`config.mk`:
```
export PLATFORM = sky130hd
export DESIGN_NAME = imf_queue
export DESIGN_NICKNAME = d
export VERILOG_FILES = /design/src/design/imf_pkg.sv /design/src/design/imf_queue.sv
export SDC_FILE = /design/constraint.sdc
export NUM_CORES = 1
export LEC_CHECK = 0
export ABC_AREA = 0
export BUFFER_PORTS_ARGS = -buffer_cell sky130_fd_sc_hd__clkbuf_2
export CORE_ASPECT_RATIO = 1.5
export CORE_MARGIN = 2
export CORE_UTILIZATION = 57
export DETAILED_ROUTE_END_ITERATION = 8
export GPL_TIMING_DRIVEN = 0
export PLACE_DENSITY = 0.79
export SKIP_LAST_GASP = 1
export SYNTH_ARGS = -nofsm -noshare
export SYNTH_HDL_FRONTEND = slang
export SYNTH_SLANG_ARGS = --single-unit
```
`constraint.sdc`:
```
create_clock -name clk -period 4 [get_ports clk]
set_input_delay 0.2 -clock clk [delete_from_list [all_inputs] [get_ports clk]]
set_output_delay 0.2 -clock clk [all_outputs]
set_load 0.02 [all_outputs]
```
`src/design/imf_pkg.sv`:
```
// Shared types, constants and helpers for the impulse noise median filter.
// Self-contained; imported by every module of the block but imf_ram.
`default_nettype none

package imf_pkg;

	localparam int MaxWidth  = 2048;
	localparam int MaxHeight = 2048;
	localparam int Radius    = 1;
	localparam int Win       = 2 * Radius + 1;
	localparam int WinN      = Win * Win;
	localparam int Center    = WinN / 2;
	localparam int MinPos    = 2 * Radius;
	localparam int PixW      = 8;
	localparam logic [PixW-1:0] NoiseHi = 8'd255;
	localparam logic [PixW-1:0] NoiseLo = 8'd0;

	localparam int CfgW    = 12;
	localparam int CfgIdxW = 2;
	localparam logic [CfgW-1:0] WidthReset  = 12'd640;
	localparam logic [CfgW-1:0] HeightReset = 12'd480;

	localparam int AddrW = $clog2(MaxWidth);
	localparam int RowW  = $clog2(MaxHeight);
	localparam int WDimW = (CfgW > AddrW + 1) ? CfgW : AddrW + 1;
	localparam int HDimW = (CfgW > RowW + 1) ? CfgW : RowW + 1;

	localparam int QDepth = 4;
	localparam int QPtrW  = $clog2(QDepth);
	localparam int QLvlW  = $clog2(QDepth + 1);
	localparam int ODepth = 4;
	localparam int OPtrW  = $clog2(ODepth);
	localparam int OLvlW  = $clog2(ODepth + 1);
	localparam int CntW   = $clog2(WinN + 1);

	typedef enum logic [CfgIdxW-1:0] {
		CFG_IMAGE_WIDTH  = 2'd0,
		CFG_IMAGE_HEIGHT = 2'd1
	} cfg_reg_t;

	typedef struct packed {
		logic [PixW-1:0] pixel_value;
		logic            frame_start;
	} in_item_t;

	typedef struct packed {
		logic [PixW-1:0] filtered_pixel;
		logic            frame_end;
	} out_item_t;

	// one complete window, row-major, plus the end-of-frame mark
	typedef struct packed {
		logic [WinN-1:0][PixW-1:0] pix;
		logic                      frame_end;
	} win_item_t;

	function automatic logic is_noise(input logic [PixW-1:0] v);
		return (v == NoiseLo) || (v == NoiseHi);
	endfunction

endpackage

`default_nettype wire

```
`src/design/imf_queue.sv`:
```
// Short window queue between the front (window build) and the back (median).
// Depends on imf_pkg for the window item type and depth.
`default_nettype none

module imf_queue (
	input  wire                      clk,
	input  wire                      arst_n,
	input  wire                      push,
	input  wire imf_pkg::win_item_t  push_item,
	input  wire                      pop,
	output imf_pkg::win_item_t       pop_item,
	output logic                     empty,
	output logic [imf_pkg::QLvlW-1:0] level
);
	import imf_pkg::*;

	win_item_t        slot_q [QDepth];
	logic [QPtrW-1:0] wp_q;
	logic [QPtrW-1:0] rp_q;
	logic [QLvlW-1:0] cnt_q;

	always_ff @(posedge clk) begin
		if (push) begin
			slot_q[wp_q] <= push_item;
		end
	end

	always_ff @(posedge clk or negedge arst_n) begin
		if (!arst_n) begin
			wp_q  <= '0;
			rp_q  <= '0;
			cnt_q <= '0;
		end else begin
			if (push) begin
				wp_q <= wp_q + QPtrW'(1);
			end
			if (pop) begin
				rp_q <= rp_q + QPtrW'(1);
			end
			if (push && !pop) begin
				cnt_q <= cnt_q + QLvlW'(1);
			end else if (pop && !push) begin
				cnt_q <= cnt_q - QLvlW'(1);
			end
		end
	end

	assign pop_item = slot_q[rp_q];
	assign empty    = (cnt_q == '0);
	assign level    = cnt_q;

`ifndef ASSERT_OFF
	a_no_overflow: assert property (@(posedge clk) disable iff (!arst_n)
		push && !pop |-> cnt_q != QLvlW'(QDepth))
		else $error("window queue overflow");
`endif

endmodule

`default_nettype wire

```
== Word-level counts from Yosys, hierarchy flattened ==
Memory sizes are Yosys's and may differ from the RTL's.
Cells that the tools add are included.

* Output and inout bits: 77
* Memories kept: 1
* RAM bits: 292
* Input port bits: 77
* Word-level logic and storage cells: 18
* Bits in registers: 7

{| class="wikitable"
|+ Memory list
! memory !! depth !! bits a word !! read ports !! clocked after memory_dff !! write ports !! line !! RTL
|-
| slot_q || 4 || 73 || 1 || 0 || 1 || imf_queue.sv:17 || <nowiki>win_item_t slot_q [QDepth];</nowiki>
|}

* $add $sub $neg: 4
* Mux-type cells: 4
* Reductions and logical operators: 6

{| class="wikitable"
|+ Operator list
! cell !! count
|-
| $mux W3 || 2
|-
| $add A2 B1 Y2 const B || 2
|-
| $add A3 B1 Y3 const B || 1
|-
| $logic_not A3 Y1 || 1
|-
| $sub A3 B1 Y3 const B || 1
|-
| $logic_and A1 B1 Y1 || 2
|-
| $logic_not A1 Y1 || 2
|-
| $mux W1 || 2
|-
| $reduce_bool A2 Y1 || 1
|}

== Depth between registers and ports, before layout ==
Gate-level depths: netlist of run 1.

* Depth after elaboration: 4
* Gate-level depth with buffers: 7
* Depth with buffers taken out: 7

== Worst setup path before layout of run 1 ==
No wires, ideal clock.

* Path kind: register -> register
* From: register wp_q[0]
* To: memory slot_q[0][0] (netlist bit), enable pin
* Stages on the path, launching flop included: 4
* Buffers on the path: 0
* Library setup time: 0.439 ns
* Arrival time: 2.327 ns
* Path slack: 1.234 ns
* Required time: 3.561 ns
* Period minus slack after synthesis: 2.766 ns
* Cell sequence: dfrtp_1 inv_1 ha_1 and2_1

{| class="wikitable"
|+ RTL lines
! element !! line !! RTL
|-
| start: declaration || imf_queue.sv:18 || <nowiki>logic [QPtrW-1:0] wp_q;</nowiki>
|-
| start signal: assignment || imf_queue.sv:35 || <nowiki>wp_q <= wp_q + QPtrW'(1);</nowiki>
|-
| end: declaration || imf_queue.sv:17 ||
|}

No word-level cell before the write port.

==> key figures, run 1 <==
Power
  • Pleak: roughly 0.0048 µW
  • Switching pwr: 3050 µW
  • Switch share: 0.314
  • VDD IR max: around 0.00054 V
  • Comb pwr share: 0.334
  • Internal power: approximately 6700 µW
  • PD cells: roughly 720 nW/µm²
  • Flop pwr share: 0.438
  • Clock Power Share: 0.229

Setup path
  • Critical path capture point type: output pin
  • Required time worst endpoint: 3.80 ns
  • CP max FO: 10
  • Startpoint types: register
  • Worst reg2reg path depth: 4
  • Critical path class: register to output pin
  • Arrival time worst endpoint: slightly above 2 ns

Timing
  • Skew final: around 0.012 ns
  • Max Fclk: 446 MHz
  • RSZ-0062 raised after global routing: false
  • Tmin final: ~2.2 ns
  • Fin Setup TNS: 0 ns
  • Final setup viols: 0
  • Worst Max-Slew Pin Slew: just over 0.6 ns
  • Fin. max-slew vios: 0
  • Relative slew slack: 0.586
  • Hold Vio Cnt, Final: 0
  • Tcrit/Tclk final: 0.561

Cells and area
  • Fill cells: ~1100
  • Layout area overhead: 24.6%
  • Share of layout cells above drive strength 1: 0.410
  • Nets@finish: roughly 760
  • Antenna cells: 0
  • Commonest non-fill, non-tap cell in the layout: edfxtp_1
  • Most frequent cells in the layout: 292 x edfxtp_1, 153 x clkbuf_2, 76 x dlygate4sd3_1, 73 x mux4_2, 27 x clkbuf_16
  • Final Non-Filler Cells: 948

Job
  • Maximum capacitance violations: 0

Global route
  • Largest net degree at the start of global routing: 39
  • Vias in the first global route: roughly 5800
  • Antenna violations before repair: 0
  • Global-route wire length before repair: about 31 mm
  • Total Routing Usage GR: 0.207
  • Grt total ovfl: 0

Placement
  • Port Buffers: approximately 150
  • Routability-driven placement congestion ratio: around 0.72
  • Dpl cells: 827
  • DPL Wire Length: between 10 and 15 mm

Drt
  • Drt first pass iters: 4
  • Routed vias/inst: between 5 and 6
  • DRT antenna net count: 0
  • Drt drc: 0
  • Routed wire length: approximately 20 mm
  • DR vias: 5221
  • Avg WL per Cell: between 20 and 25 µm
  • Initial DRC Count: 383

Clock tree
  • Clock sink count: roughly 300
  • Worst skew pair latency: between 0.5 and 0.6 ns
  • CTS root buf: clkbuf_16
  • H-tree depth: 1
  • CTS tree: built
  • Clk buf depth: 3
  • CTS clock-pin slew for the worst setup and hold paths: 0.06 ns
  • Num CTS Buffers: 26

Synth
  • Synth cell types: 18
  • #FFs+latches synth: between 200 and 300
  • Cells after synthesis: just over 400
  • Mean Syn Cell Area: around 26 µm²
  • Post-synthesis sequential area ratio: 0.819
  • Yosys warnings: 0
  • Cell area after synthesis: between 10000 and 15000 µm²
  • Syn nets: roughly 500

Die
  • Row count: just over 60
  • Die Area: 20300 µm²
  • Core Region: between 15000 and 20000 µm²
  • Die W: between 100 and 150 µm
  • Die Height: 173 µm
  • Num ports: ~150
  • Initial Util: 0.577

Run status
  • Status: finished, final reports clean

Min path
  • Hold Path Class: input port to async pin
## per-stage QoR
stage	utilization	setup WS (ns)	hold slack (ns)	power, µW	instance area, µm²
after floorplan	-	1.23	-0.0956	6520	10900
after global placement	0.634	0.0484	0.0423	7470	12000
after detailed placement	0.639	2.09	0.0562	7560	12100
after CTS	0.719	1.71	0.0469	9850	13600
after global routing	0.719	1.66	0.0876	10200	13600
final	0.719	1.76	0.0812	9730	13600
## sequential cells by signal, indices dropped and copies added (netlist names)
register,cells
slot_q,292
level,3
rp_q,2
wp_q,2
## worst max-delay path, stage by stage (launching register included)
cell and delay, ns:
dfrtp_1 0.37, buf_6 0.20, buf_6 0.21, mux4_2 0.55, clkbuf_2 0.18
## power by group through the flow
stage                     clock network [µW]  registers [µW]  logic (µW)
after CTS                               2270            4260        3310
after global placement                     0            4340        3130
final                                   2220            4260        3250
after detailed placement                   0            4320        3240
after floorplan                            0            4310        2200
after global routing                    2380            4300        3480
## timing repair
item | CTS | global route
gates resized for setup | 0 | 0
buffers inserted | 0 | 0
endpoints found under the hold margin | 302 | 0
hold buffers | 76 | 0
## logic make-up (layout without fill, tap and decap cells)
| logic type | Yosys count | count (layout) | synth area share |
|---|---|---|---|
| AND/OR/NAND/NOR | 8 | 8 | 0.00378 |
| buffers and inverters | 20 | 298 | 0.0125 |
| XOR/XNOR | 6 | 6 | 0.00481 |
| AO/OA/AOI/OAI | 1 | 1 | 0.000458 |
| multiplexers | 74 | 74 | 0.152 |
| flip-flops | 299 | 299 | 0.819 |
| adder cells (fa/ha/maj) | 6 | 6 | 0.00756 |
## routing by layer
metal,vias up,GRT usage,wire [µm]
li1,2299,-,-
met1,2724,0.268,7790
met2,160,0.362,11100
met3,38,0.0276,822
met4,0,0.0701,539
met5,-,0,0
## worst paths after layout
kind | end | start | slack, ns
worst max register to register | slot_q[0][27]$_DFFE_PP_ | wp_q[0]$_DFFE_PN0P_ | 2.10
worst min-delay path | rp_q[0]$_DFFE_PN0P_ | arst_n | 0.08
min in group clk | slot_q[1][66]$_DFFE_PP_ | push_item[66] | 0.44
worst max-delay path | pop_item[28] | rp_q[0]$_DFFE_PN0P_ | 1.76
worst min register to register | level[2]$_DFFE_PN0P_ | level[2]$_DFFE_PN0P_ | 0.51
max in group asynchronous | level[2]$_DFFE_PN0P_ | arst_n | 3.75
## cell usage after synthesis (all sizes together)
master,number,area share
edfxtp,292,0.80
mux4,73,0.15
buf,15,0.011
dfrtp,7,0.016
ha,5,0.0057
and2,4,0.0023
inv,4,0.0014
xor2,4,0.0032
nand2,2,0.00069
xnor2,2,0.0016
clkbuf,1,0.00034
fa,1,0.0018
mux2,1,0.0010
nor2,1,0.00034
nor3,1,0.00046
o21ai,1,0.00046
## layout make-up
cell class              instances  area, µm²  share of cell area
plain buffers                  16        121             0.00892
clock buffers                  36        709              0.0521
clock inverters                 9       42.5             0.00313
inverters                       4       15.0             0.00110
multi-input cells              95       1850               0.136
flip-flops and latches        299       8940               0.657
well taps                     256        320              0.0235
repair buffers                233       1610               0.118
(Power assumes the default switching activity.)
==> inputs of run 2 (changes only) <==
- CORE_UTILIZATION: 57 -> 51
- PLACE_DENSITY: 0.79 -> 0.75
- clock period: 4 -> 1.8 ns (I/O delays scaled with it)
==> key figures, run 2 (synthesis gave the netlist of run 1 again) <==
Setup path
  • Required time worst endpoint: 1.71 ns
  • Crit. Startpoint: rp_q[0]$_DFFE_PN0P_
  • Worst path max stage delay: roughly 0.53 ns
  • CP max FO: 10
  • Critical path capture point type: output pin
  • CP Cell Sequence: buf_12 -> buf_12 -> mux4_2 -> clkbuf_2
  • Startpoint types: register
  • Worst reg2reg path endpoint: slot_q[1][26]$_DFFE_PP_
  • Arrival time worst endpoint: approximately 2.0 ns
  • Top Family by Delay on Critical Path: multiplexers
  • Critical path class: register to output pin
  • Reg2reg setup slack: approximately 0.03 ns
  • Buf/Inv on CP: 3
  • Most repeated library cell on the critical path: buf_12
  • Worst reg2reg path depth: 3
  • Slowest-stage cell, CP: mux4_2
  • RR Startpoint: wp_q[1]$_DFFE_PN0P_

Cells and area
  • Top reg by flops: slot_q
  • Largest register FFs: approximately 290
  • Share of layout cells above drive strength 1: 0.424
  • Final core occ: 0.662
  • Most frequent cells in the layout: 292 x edfxtp_1, 92 x clkbuf_2, 77 x dlygate4sd3_1, 73 x mux4_2, 50 x buf_2
  • Layout area overhead: 27.7%
  • Final Non-Filler Cells: between 900 and 1000
  • Nets@finish: between 700 and 800
  • Commonest non-fill, non-tap cell in the layout: edfxtp_1

Power
  • VDD IR max: between 0.0009 and 0.001 V
  • Pwr Total: ~23000 µW
  • PD cells: between 1500 and 2000 nW/µm²
  • Pleak: approximately 0.005 µW

Die
  • Die Height: about 180 µm
  • Initial Util: 0.518
  • Num ports: 154
  • Row count: between 60 and 70
  • Core Region: about 21000 µm²
  • Die Area: 22600 µm²
  • Die W: approximately 120 µm

Placement
  • Dpl cells: ~840
  • DPL Wire Length: between 10 and 15 mm
  • DP Worst Slack: -0.242 ns
  • Port Buffers: 153
  • Routability-driven placement congestion ratio: about 0.7

Timing
  • RSZ-0062 raised after global routing: true
  • Fin. max-slew vios: 0
  • Final setup viols: 73
  • Max Fclk: approximately 480 MHz
  • Final Worst Setup Slack: -0.269 ns
  • Worst Max-Slew Pin Slew: 0.626 ns
  • Relative slew slack: 0.582
  • Tmin final: 2.07 ns
  • Hold Vio Cnt, Final: 0
  • Skew final: between 0.015 and 0.02 ns
  • Tcrit/Tclk final: 1.15
  • WHS: roughly 0.32 ns

Min path
  • Hold Path Class: input port to register
  • Worst Hold Path Cells: 2
  • Hold_sp: push_item[15]
  • Hold endpoint: slot_q[2][15]$_DFFE_PP_

Global route
  • Global-route wire length before repair: about 32 mm
  • Vias in the first global route: between 5000 and 6000
  • Grt total ovfl: 0
  • Antenna violations before repair: 0
  • Largest net degree at the start of global routing: 38
  • Total Routing Usage GR: 0.191

Run status
  • Status: finished with violations
  • Failing checks: setup timing

Drt
  • Routed wire length: around 21 mm
  • DR vias: ~5200
  • Initial DRC Count: 432
  • Avg WL per Cell: about 22 µm
  • Drt drc: 0
  • DRT antenna net count: 0
  • Routed vias/inst: 5.40
  • Drt first pass iters: 7

Clock tree
  • Worst skew pair latency: 0.52 ns
  • H-tree depth: 1
  • CTS tree: built
  • CTS root buf: clkbuf_16
  • Clock sink count: between 200 and 300
  • Num CTS Buffers: 26
  • CTS clock-pin slew for the worst setup and hold paths: around 0.07 ns
  • Clk buf depth: 3

Job
  • Maximum capacitance violations: 0
## run 2: report_power, final
part | switching (µW) | internal (µW)
combinational | 4400 | 3560
sequential | 358 | 9110
clock | 2350 | 3230
total | 7110 | 15900
## run 2: repair_timing
item                                    in CTS  in global routing
endpoints found under the hold margin      303                  0
gates cloned                                 5                  3
setup buffers                                4                  1
hold buffers                                77                  0
gates resized for setup                     38                 81
endpoints found under the setup margin     365                184
## run 2: metal layers
layer	global-route usage	up-vias	share of wire
li1	-	2332	-
met5	0	-	0
met2	0.356	149	0.58
met4	0.0591	0	0.018
met1	0.226	2723	0.36
met3	0.0261	30	0.040
## run 2: area by class of cell
type | instances | area (µm²)
timing repair buffer | 235 | 1660
inverter | 4 | 15.0
multi-input combinational | 102 | 1910
clock inverter | 16 | 198
buffer | 16 | 218
tap | 268 | 335
sequential | 299 | 8940
fill | 1340 | 7120
clock buffer | 29 | 662
antenna | 1 | 2.50
## run 2: worst max path at each step
stage | slack [ns] | cells after the start | endpoint
after floorplan | 0.20 | 3 | slot_q[0][0]$_DFFE_PP_
after global placement | -0.15 | 3 | slot_q[0][29]$_DFFE_PP_
after detailed placement | -0.24 | 3 | slot_q[0][42]$_DFFE_PP_
after CTS | -0.32 | 4 | pop_item[58]
after global routing | -0.33 | 4 | pop_item[39]
final | -0.27 | 4 | pop_item[39]
## run 2: stage by stage
stage	instance area (µm²)	TNS, ns
final	13900	-16.22
after global routing	13900	-27.33
after CTS	13900	-20.71
after detailed placement	12000	-58.04
after global placement	12000	-33.61
after floorplan	10900	0
