**src/design/imf_pkg.sv**
```systemverilog
// Shared types, constants and helpers for the impulse noise median filter.
// Self-contained; imported by every module of the block but imf_ram.
`default_nettype none

package imf_pkg;

	localparam int MaxWidth  = 2048;
	localparam int MaxHeight = 2048;
	localparam int Radius    = 1;
	localparam int Win       = 2 * Radius + 1;
	localparam int WinN      = Win * Win;
	localparam int Center    = WinN / 2;
	localparam int MinPos    = 2 * Radius;
	localparam int PixW      = 8;
	localparam logic [PixW-1:0] NoiseHi = 8'd255;
	localparam logic [PixW-1:0] NoiseLo = 8'd0;

	localparam int CfgW    = 12;
	localparam int CfgIdxW = 2;
	localparam logic [CfgW-1:0] WidthReset  = 12'd640;
	localparam logic [CfgW-1:0] HeightReset = 12'd480;

	localparam int AddrW = $clog2(MaxWidth);
	localparam int RowW  = $clog2(MaxHeight);
	localparam int WDimW = (CfgW > AddrW + 1) ? CfgW : AddrW + 1;
	localparam int HDimW = (CfgW > RowW + 1) ? CfgW : RowW + 1;

	localparam int QDepth = 4;
	localparam int QPtrW  = $clog2(QDepth);
	localparam int QLvlW  = $clog2(QDepth + 1);
	localparam int ODepth = 4;
	localparam int OPtrW  = $clog2(ODepth);
	localparam int OLvlW  = $clog2(ODepth + 1);
	localparam int CntW   = $clog2(WinN + 1);

	typedef enum logic [CfgIdxW-1:0] {
		CFG_IMAGE_WIDTH  = 2'd0,
		CFG_IMAGE_HEIGHT = 2'd1
	} cfg_reg_t;

	typedef struct packed {
		logic [PixW-1:0] pixel_value;
		logic            frame_start;
	} in_item_t;

	typedef struct packed {
		logic [PixW-1:0] filtered_pixel;
		logic            frame_end;
	} out_item_t;

	// one complete window, row-major, plus the end-of-frame mark
	typedef struct packed {
		logic [WinN-1:0][PixW-1:0] pix;
		logic                      frame_end;
	} win_item_t;

	function automatic logic is_noise(input logic [PixW-1:0] v);
		return (v == NoiseLo) || (v == NoiseHi);
	endfunction

endpackage

`default_nettype wire

```
**src/design/imf_back.sv**
```systemverilog
// Back: switching median over one window and the result queue.
// Depends on imf_pkg; pulls windows from imf_queue.
`default_nettype none

module imf_back (
	input  wire                 clk,
	input  wire                 arst_n,
	input  wire                 q_empty,
	input  wire imf_pkg::win_item_t q_item,
	output logic                q_pop,
	input  wire                 pop,
	output logic                empty,
	output imf_pkg::out_item_t  result
);
	import imf_pkg::*;

	logic                      v_s1;
	logic [WinN-1:0][PixW-1:0] pix_s1;
	logic [WinN-1:0]           vld_s1;
	logic [WinN-1:0][WinN-1:0] below_s1;
	logic                      fend_s1;

	logic [WinN-1:0]           vld;
	logic [WinN-1:0][WinN-1:0] below;
	logic [CntW-1:0]           n_vld;
	logic [PixW-1:0]           med;
	logic [PixW-1:0]           centre;
	out_item_t                 res;

	out_item_t        oq_q [ODepth];
	logic [OPtrW-1:0] wp_q;
	logic [OPtrW-1:0] rp_q;
	logic [OLvlW-1:0] ocnt_q;
	logic             out_pop;

	// take a window only when the result queue has room for everything in flight
	assign q_pop = !q_empty
		&& ((OLvlW'(ocnt_q) + OLvlW'(v_s1)) < OLvlW'(ODepth));

	// pairwise order among clean values; equal values break ties by position
	always_comb begin
		for (int i = 0; i < WinN; i++) begin
			vld[i] = !is_noise(q_item.pix[i]);
		end
		for (int i = 0; i < WinN; i++) begin
			for (int j = 0; j < WinN; j++) begin
				below[i][j] = vld[j] && ((q_item.pix[j] < q_item.pix[i])
					|| ((q_item.pix[j] == q_item.pix[i]) && (j < i)));
			end
		end
	end

	always_ff @(posedge clk or negedge arst_n) begin
		if (!arst_n) begin
			v_s1 <= 1'b0;
		end else begin
			v_s1 <= q_pop;
		end
	end

	always_ff @(posedge clk) begin
		if (q_pop) begin
			pix_s1   <= q_item.pix;
			vld_s1   <= vld;
			below_s1 <= below;
			fend_s1  <= q_item.frame_end;
		end
	end

	// pick the clean value whose rank is half the clean count
	always_comb begin
		n_vld = CntW'($countones(vld_s1));
		med   = '0;
		for (int i = 0; i < WinN; i++) begin
			if (vld_s1[i] && (CntW'($countones(below_s1[i])) == (n_vld >> 1))) begin
				med = med | pix_s1[i];
			end
		end
		centre = pix_s1[Center];
		res.filtered_pixel = (!is_noise(centre) || (n_vld == '0)) ? centre : med;
		res.frame_end      = fend_s1;
	end

	assign out_pop = pop && !empty;

	always_ff @(posedge clk) begin
		if (v_s1) begin
			oq_q[wp_q] <= res;
		end
	end

	always_ff @(posedge clk or negedge arst_n) begin
		if (!arst_n) begin
			wp_q   <= '0;
			rp_q   <= '0;
			ocnt_q <= '0;
		end else begin
			if (v_s1) begin
				wp_q <= wp_q + OPtrW'(1);
			end
			if (out_pop) begin
				rp_q <= rp_q + OPtrW'(1);
			end
			if (v_s1 && !out_pop) begin
				ocnt_q <= ocnt_q + OLvlW'(1);
			end else if (out_pop && !v_s1) begin
				ocnt_q <= ocnt_q - OLvlW'(1);
			end
		end
	end

	assign empty  = (ocnt_q == '0);
	assign result = oq_q[rp_q];

`ifndef ASSERT_OFF
	a_out_room: assert property (@(posedge clk) disable iff (!arst_n)
		v_s1 && !out_pop |-> ocnt_q != OLvlW'(ODepth))
		else $error("result queue overflow");
`endif

endmodule

`default_nettype wire

```
**config.mk**
```make
export PLATFORM = sky130hd
export DESIGN_NAME = imf_back
export DESIGN_NICKNAME = d
export VERILOG_FILES = /design/src/design/imf_pkg.sv /design/src/design/imf_back.sv
export SDC_FILE = /design/constraint.sdc
export NUM_CORES = 1
export LEC_CHECK = 0
export BUFFER_PORTS_ARGS = -buffer_cell sky130_fd_sc_hd__buf_2
export CAP_MARGIN = 40
export CORE_AREA = 2 2 207 209
export DETAILED_ROUTE_END_ITERATION = 7
export DIE_AREA = 0 0 209 211
export GPL_ROUTABILITY_DRIVEN = 0
export HOLD_SLACK_MARGIN = 0.1
export SKIP_LAST_GASP = 1
export SYNTH_ARGS = -nofsm -noshare
export SYNTH_HDL_FRONTEND = slang
export SYNTH_SLANG_ARGS = --single-unit
```
**constraint.sdc**
```tcl
create_clock -name clk -period 38.8 [get_ports clk]
set_input_delay 9.7 -clock clk [delete_from_list [all_inputs] [get_ports clk]]
set_output_delay 9.7 -clock clk [all_outputs]
set_load 0.03 [all_outputs]
```
Word level (Yosys, flattened, before mapping)
Memory sizes are Yosys's and may differ from the RTL's.
Cells that the tools add are included.
{ "classes": {"muxes": 14, "addsub": 85, "eq_ne": 55, "n_reduce_logical": 168, "bitwise": 8, "magnitude_cmp": 82} }
{ "ops": {"columns": ["operator", "n"], "rows": [
  ["$lt A8 B8 Y1", 81],
  ["$eq A8 B8 Y1", 36],
  ["$logic_and A1 B1 Y1", 94],
  ["$add A1 B1 Y2", 40],
  ["$eq A8 B8 Y1 const B", 10],
  ["$logic_not A8 Y1", 10],
  ["$mux W8", 10],
  ["$or A8 B8 Y8", 8],
  ["$add A4 B4 Y4", 13],
  ["$logic_or A1 B1 Y1", 47],
  ["$add A4 B1 Y4", 10],
  ["$add A2 B2 Y3", 12],
  ["$eq A4 B3 Y1", 9],
  ["$add A3 B3 Y4", 5],
  ["$logic_not A1 Y1", 14],
  ["$mux W3", 2],
  ["$add A2 B1 Y2 const B", 2],
  ["$logic_not A4 Y1", 1],
  ["$add A3 B1 Y3", 1],
  ["$add A3 B1 Y3 const B", 1],
  ["$logic_not A3 Y1", 1],
  ["$lt A3 B3 Y1 const B", 1],
  ["$sub A3 B1 Y3 const B", 1],
  ["$mux W1", 2],
  ["$reduce_bool A2 Y1", 1]
]} }
{ "word_totals": {"in_bits": 77, "mem_count": 1, "ff_bits": 171, "output_inout_bits": 11, "ramBits": 36, "wordCells": 437} }
{ "mem_list": {"columns": ["memory", "words", "word_bits", "read_ports", "rd_ports_with_merged_regs", "wr", "line_no", "source"], "rows": [
  ["oq_q", 4, 9, 1, 0, 1, "imf_back.sv:30", "out_item_t oq_q [ODepth];"]
]} }

Longest topological paths before layout
Gate-level depths: netlist of run 1.
{ "depth": {"ltp_word": 24, "depth_mapped": 15, "depth_no_buf": 14} }

Worst setup path after synthesis of run 1
Ideal clock, no wire load.
{ "synth_timing": {"path_kind": "input to output", "startpoint": "input port q_empty", "endpoint": "output port q_pop", "t_arrival_ns": 16.431, "path_buffers": 0, "required_time_ns": 29.100, "setup_slack_ns": 12.669, "path_stages": 1, "path_cell_list": "nor2_1"} }
{ "synth_via": {"elab_chain_len": 2} }
{ "synth_rtl": {"columns": ["element", "line_no", "source"], "rows": [
  ["from (decl)", "imf_back.sv:8", "input wire q_empty,"],
  ["$logic_not A1 Y1", "imf_back.sv:37", "assign q_pop = !q_empty"],
  ["$logic_and A1 B1 Y1", "imf_back.sv:38", "&& ((OLvlW'(ocnt_q) + OLvlW'(v_s1)) < OLvlW'(ODepth));"],
  ["to (decl)", "imf_back.sv:10", "output logic q_pop,"]
]} }
Every way passes these cells.

Final worst setup path of run 1
Ends and elaborated chain as after synthesis.

==> results of run 1 <==
==> report_power, final <==
| part | switching (mW) | leakage [nW] | internal, mW |
|---|---|---|---|
| sequential | 0.0260 | 1.85 | 0.302 |
| combinational | 0.352 | 5.59 | 0.225 |
| clock | 0.0836 | 0.282 | 0.0970 |
==> state kept, by name, summed over array words and instances (netlist names), 2 cells and up <==
register / flops
ocnt_q: 3
centre: 8
oq_q: 36
rp_q: 2
wp_q: 2
vld_s1: 9
below_s1: 72
pix_s1: 64
==> cells in the mapped netlist, drive strengths merged, types with 4 or more instances <==
cell | n | area share (%)
nand3 | 13 | 0.43
nand2b | 36 | 1.4
xor2 | 13 | 0.74
nor3 | 4 | 0.12
inv | 185 | 4.2
and3 | 4 | 0.15
ha | 340 | 26
and2 | 39 | 1.5
o21ai | 94 | 2.9
a21oi | 82 | 2.5
dfrtp | 8 | 1.2
mux4 | 9 | 1.2
fa | 42 | 5.1
nor2 | 51 | 1.2
buf | 10 | 0.30
a211oi | 4 | 0.24
nor2b | 83 | 3.1
o22a | 35 | 1.9
nor4 | 22 | 1.0
nand2 | 20 | 0.46
edfxtp | 190 | 35
o2111ai | 9 | 0.58
o21a | 36 | 1.6
nand4 | 107 | 4.1
xnor2 | 10 | 0.58
o211ai | 25 | 1.1
a22o | 8 | 0.43
==> final cells by class <==
type                    instances  share of cell area [%]
multi-input cells            1106                    54.0
flip-flops and latches        198                    32.5
well taps                     539                    3.71
clock buffers                  18                    2.36
repair buffers                 94                    2.74
inverters                     185                    3.82
clock inverters                14                   0.894
==> routing by layer <==
layer	global-route usage [%]	vias up	share of wire [%]
met4	7.71	0	3.1
met5	0	-	0
li1	-	5797	-
met2	38.4	521	47
met3	3.21	110	6.7
met1	29.6	6027	43
==> worst max path at each step <==
stage,cells after the start,start,slack (ns),to
6_report,4,q_empty,18.07,q_pop
3_5_place_dp,4,q_empty,18.09,q_pop
3_3_place_gp,4,q_empty,18.11,q_pop
2_1_floorplan,1,q_empty,12.67,q_pop
5_1_grt,4,q_empty,18.02,q_pop
4_1_cts,4,q_empty,18.10,q_pop
==> cells by family after synthesis <==
family	Yosys count	share of synthesized area [%]
flip-flops	198	35.8
multiplexers	13	1.53
AO/OA/AOI/OAI	301	11.7
buffers and inverters	197	4.58
adder cells (fa/ha/maj)	382	30.9
AND/OR/NAND/NOR	384	13.7
XOR/XNOR	26	1.72
==> results.json, run 1 <==
{
  "syn_area_per_cell_sq_um": 11.0,
  "cp_max_fo": 156,
  "timing.critical_path.mode_cell": "buf_2",
  "critPathLaunchType": "input pin",
  "finalWorstSetupSlack_ns": 18.07,
  "wl_per_cell_um": 22.9,
  "grt_max_degree": 157,
  "setup_violations": 0,
  "worstSetupEndpointType": "primary output",
  "r2r_start": "vld_s1[0]",
  "rr_worst_depth": 14,
  "htreeDepth": 4,
  "crit_type": "input pin to primary output",
  "outcome": "complete, no violations",
  "reg2reg_to": "oq_q[1][8]",
  "routed_via_density": 5.78,
  "holdBufCountCts": 0,
  "dp_cells": 2122,
  "required_ns": 29.10,
  "syn_area_sq_um": 16500,
  "finalCritPeriodShare_pct": 53.4,
  "ir_worst_vdd_uv": 39.9,
  "power.total_mw": 1.09,
  "holdWs_ns": 0.513,
  "grt_pass1_wl_mm": 74.0,
  "drt-pass1-iter-count": 7,
  "dpl_cell_area_sq_um": 17600,
  "tightest_slew_ns": 1.01,
  "syn-num-nets": 1960,
  "insertion_delay_ns": 0.44,
  "critPathSlowestCell": "buf_12",
  "vias": 12500,
  "numCtsBuffers": 17,
  "max_freq_ghz": 0.0482,
  "mostFrequentLayoutCells": "ha_1, edfxtp_1, inv_1",
  "die_y_um": 211,
  "final.setup.tns_ns": 0,
  "synth_top_flop_cell": "edfxtp_1",
  "ys_seq_elements": 198,
  "skew_ns": 0.0125,
  "rows": 75,
  "clockRootBuffer": "clkbuf_16",
  "ctsResizeCount": 0,
  "min_period_ns": 20.73,
  "area_growth_pct": 10.4,
  "fin_util_pct": 43.6,
  "synthArstFlopShare_pct": 4.04,
  "post_cts_buffers": 0,
  "antenna_cells": 0,
  "p_leak_nw": 7.72,
  "hold_depth": 1,
  "fin_nets": 2061,
  "hold_path_end": "ocnt_q[2]",
  "num_io_pins": 88,
  "cts_buffer_depth": 2,
  "die_w_um": 209,
  "start_util_pct": 39.5,
  "drtIter0Drc": 1129,
  "grt_antenna_before_repair": 0,
  "finalHoldViolCount": 0,
  "mostFrequentLayoutCell": "ha_1",
  "antenna_left": 0,
  "max_slew_margin_pct": 32.5,
  "fin_cells": 2154,
  "synthCells": 1501,
  "synth_edf_count": 190,
  "wl_mm": 49.3,
  "multi_input_area_sq_um": 9830,
  "hold_path_class": "flop to flop",
  "drc": 0,
  "cp.buffers_inverters": 3,
  "fill_cells": 3953,
  "grt.total_usage_pct": 22.6,
  "hp-start": "ocnt_q[2]",
  "grt_setup_unrepaired": "false",
  "max_stage_delay_ns": 0.47,
  "dpl.hpwl_mm": 37.3,
  "synth-seq-area-share_pct": 35.8,
  "core_sq_um": 41800,
  "pwr_density_cell_nw_per_um2": 59.7,
  "maxCapViolCount": 0,
  "timing.final.max_slew_violations": 0,
  "post-place-ws_ns": 18.09,
  "final_cell_area_sq_um": 18200,
  "clkTransAtPathRegs_ns": 0.07,
  "ff2ff_setup_slack_ns": 33.21,
  "io_buffers": 87,
  "path_cells": "buf_2 -> nor2_4 -> buf_12 -> buf_2",
  "critPathArrivalTime_ns": 11.03,
  "cts_tree": "done",
  "cp_top_family": "buffers and inverters",
  "drive_gt1_share_pct": 9.41,
  "dieArea_sq_um": 44100,
  "ys_warn_count": 0,
  "seqCellArea_sq_um": 5910,
  "cts.sinks": 198,
  "first_global_vias": 12800,
  "overflow": 0,
  "ys_types": 51
}
Power figures use the tool's default switching activity.
==> inputs of run 2 (changes only) <==
==> constraint.sdc (replaced) <==
create_clock -name clk -period 19.53 [get_ports clk]
set_input_delay 4.8825 -clock clk [delete_from_list [all_inputs] [get_ports clk]]
set_output_delay 4.8825 -clock clk [all_outputs]
set_load 0.03 [all_outputs]
==> run 2 against run 1 <==
Global-route usage about the same. Power up 100%. Sequential share of layout area down 0.091 points. Final cell count about the same. Critical path type unchanged. Largest cell class unchanged.
==> results.json, run 2 (synthesized netlist as in run 1, its figures left out) <==
{
  "skew_ns": 0.0101,
  "core_sq_um": 41800,
  "grt_antenna_before_repair": 0,
  "largest_registers": "below_s1: 72 flops, pix_s1: 64 flops, oq_q: 36 flops",
  "first_global_vias": 12600,
  "area_growth_pct": 10.7,
  "timing.final.max_slew_violations": 0,
  "setup_violations": 0,
  "regMostFlops": "below_s1",
  "vias": 12500,
  "final_cell_area_sq_um": 18200,
  "path_cells": "buf_2 -> nor2_4 -> buf_2",
  "dpl_cell_area_sq_um": 17600,
  "final.setup.tns_ns": 0,
  "critPathArrivalTime_ns": 5.98,
  "fin_cells": 2156,
  "grt.total_usage_pct": 22.6,
  "clockRootBuffer": "clkbuf_16",
  "worstSetupEndpointType": "primary output",
  "outcome": "complete, no violations",
  "cp.buffers_inverters": 2,
  "post_cts_buffers": 0,
  "cp_max_fo": 26,
  "pwr_density_cell_nw_per_um2": 119,
  "wl_mm": 49.1,
  "drt-pass1-iter-count": 5,
  "max_stage_delay_ns": 0.61,
  "mostFrequentLayoutCells": "ha_1, edfxtp_1, inv_1",
  "cts_tree": "done",
  "fin_nets": 2063,
  "dpl.hpwl_mm": 37.4,
  "antenna_left": 0,
  "p_leak_nw": 7.75,
  "power.total_mw": 2.17,
  "cts_buffer_depth": 2,
  "critPathLaunchType": "input pin",
  "critPathSlowestCell": "nor2_4",
  "die_w_um": 209,
  "drive_gt1_share_pct": 9.46,
  "io_buffers": 87,
  "cts.sinks": 198,
  "clkTransAtPathRegs_ns": 0.07,
  "num_io_pins": 88,
  "maxCapViolCount": 0,
  "dieArea_sq_um": 44100,
  "drtIter0Drc": 1120,
  "drc": 0,
  "crit_type": "input pin to primary output",
  "mostFrequentLayoutCell": "ha_1",
  "overflow": 0,
  "dp_cells": 2124,
  "rows": 75,
  "antenna_cells": 0,
  "largest_reg_flops": 72,
  "finalHoldViolCount": 0,
  "die_y_um": 211,
  "max_freq_ghz": 0.0921,
  "routed_via_density": 5.79,
  "min_period_ns": 10.86,
  "tightest_slew_ns": 0.887,
  "grt_pass1_wl_mm": 73.8,
  "ctsResizeCount": 0,
  "holdBufCountCts": 0,
  "ir_worst_vdd_uv": 84.6,
  "wl_per_cell_um": 22.8,
  "timing.critical_path.mode_cell": "buf_2",
  "cp_top_family": "simple AND/OR/NAND/NOR gates",
  "hold_path_class": "flop to flop",
  "finalCritPeriodShare_pct": 55.6,
  "max_slew_margin_pct": 40.2,
  "grt_setup_unrepaired": "false",
  "grt_max_degree": 63,
  "start_util_pct": 39.5,
  "required_ns": 14.65,
  "htreeDepth": 4,
  "numCtsBuffers": 17,
  "insertion_delay_ns": 0.44
}
[run 2: cell types whose count changed in the layout (fill, tap and decap cells not counted), sizes merged]
cell / before / now
clkbuf: 18 / 19
clkinvlp: 3 / 2
clkinv: 2 / 1
bufinv: 2 / 3
buf: 94 / 96
[run 2: report_power, final]
part,switching (mW),internal [mW],total (mW)
Combinational,0.701,0.449,1.15
Sequential,0.0517,0.599,0.651
Clock,0.164,0.207,0.371
[run 2: area by class of cell]
| type | count | area [sq um] |
|---|---|---|
| Timing Repair Buffer | 96 | 523 |
| Clock inverter | 13 | 185 |
| Tap cell | 539 | 674 |
| Fill cell | 3876 | 23500 |
| Sequential cell | 198 | 5910 |
| Clock buffer | 19 | 433 |
| Multi-Input combinational cell | 1106 | 9830 |
| Inverter | 185 | 694 |
[run 2: path summary, 6_finish.rpt]
path	start	to	slack [ns]	cells past startpoint
worst max-delay path	q_empty	q_pop	8.67	3
worst min-delay path	fend_s1	oq_q[2][0]	0.51	0
worst max register to register	vld_s1[0]	oq_q[3][1]	13.93	14
worst min register to register	fend_s1	oq_q[2][0]	0.51	0
max in group asynchronous	arst_n	wp_q[1]	15.09	1
min in group asynchronous	arst_n	ocnt_q[2]	4.27	1
[run 2: worst reg2reg max path: stages (launching register included)]
cell and delay [ns]:
edfxtp_1 0.59, fa_1 0.63, inv_1 0.06, fa_1 0.45, fa_1 0.49, inv_1 0.06, fa_1 0.42, inv_1 0.10
fa_1 0.71, xor2_1 0.27, or3_1 0.35, a211oi_2 0.55, a22o_1 0.28, o21ai_1 0.12, nand3_1 0.33
[run 2: per-stage QoR]
stage	hold slack [ns]	utilization, %	setup slack [ns]
2_1_floorplan	0.459	-	3.03
3_3_place_gp	0.492	42.1	8.63
3_5_place_dp	0.493	42.2	8.60
4_1_cts	0.510	43.7	8.60
5_1_grt	0.543	43.7	8.58
6_report	0.507	43.7	8.67
[run 2: per-layer routing]
layer  vias to the layer above  global-route usage [%]  part of all wire, %  wire length, um
met3                       101                    2.85                  6.3             3110
met1                      6084                    30.3                   44            21400
met2                       500                    37.6                   47            23100
met4                         0                    8.03                  3.0             1480
met5                         -                       0                    0                0
li1                       5806                       -                    -                -
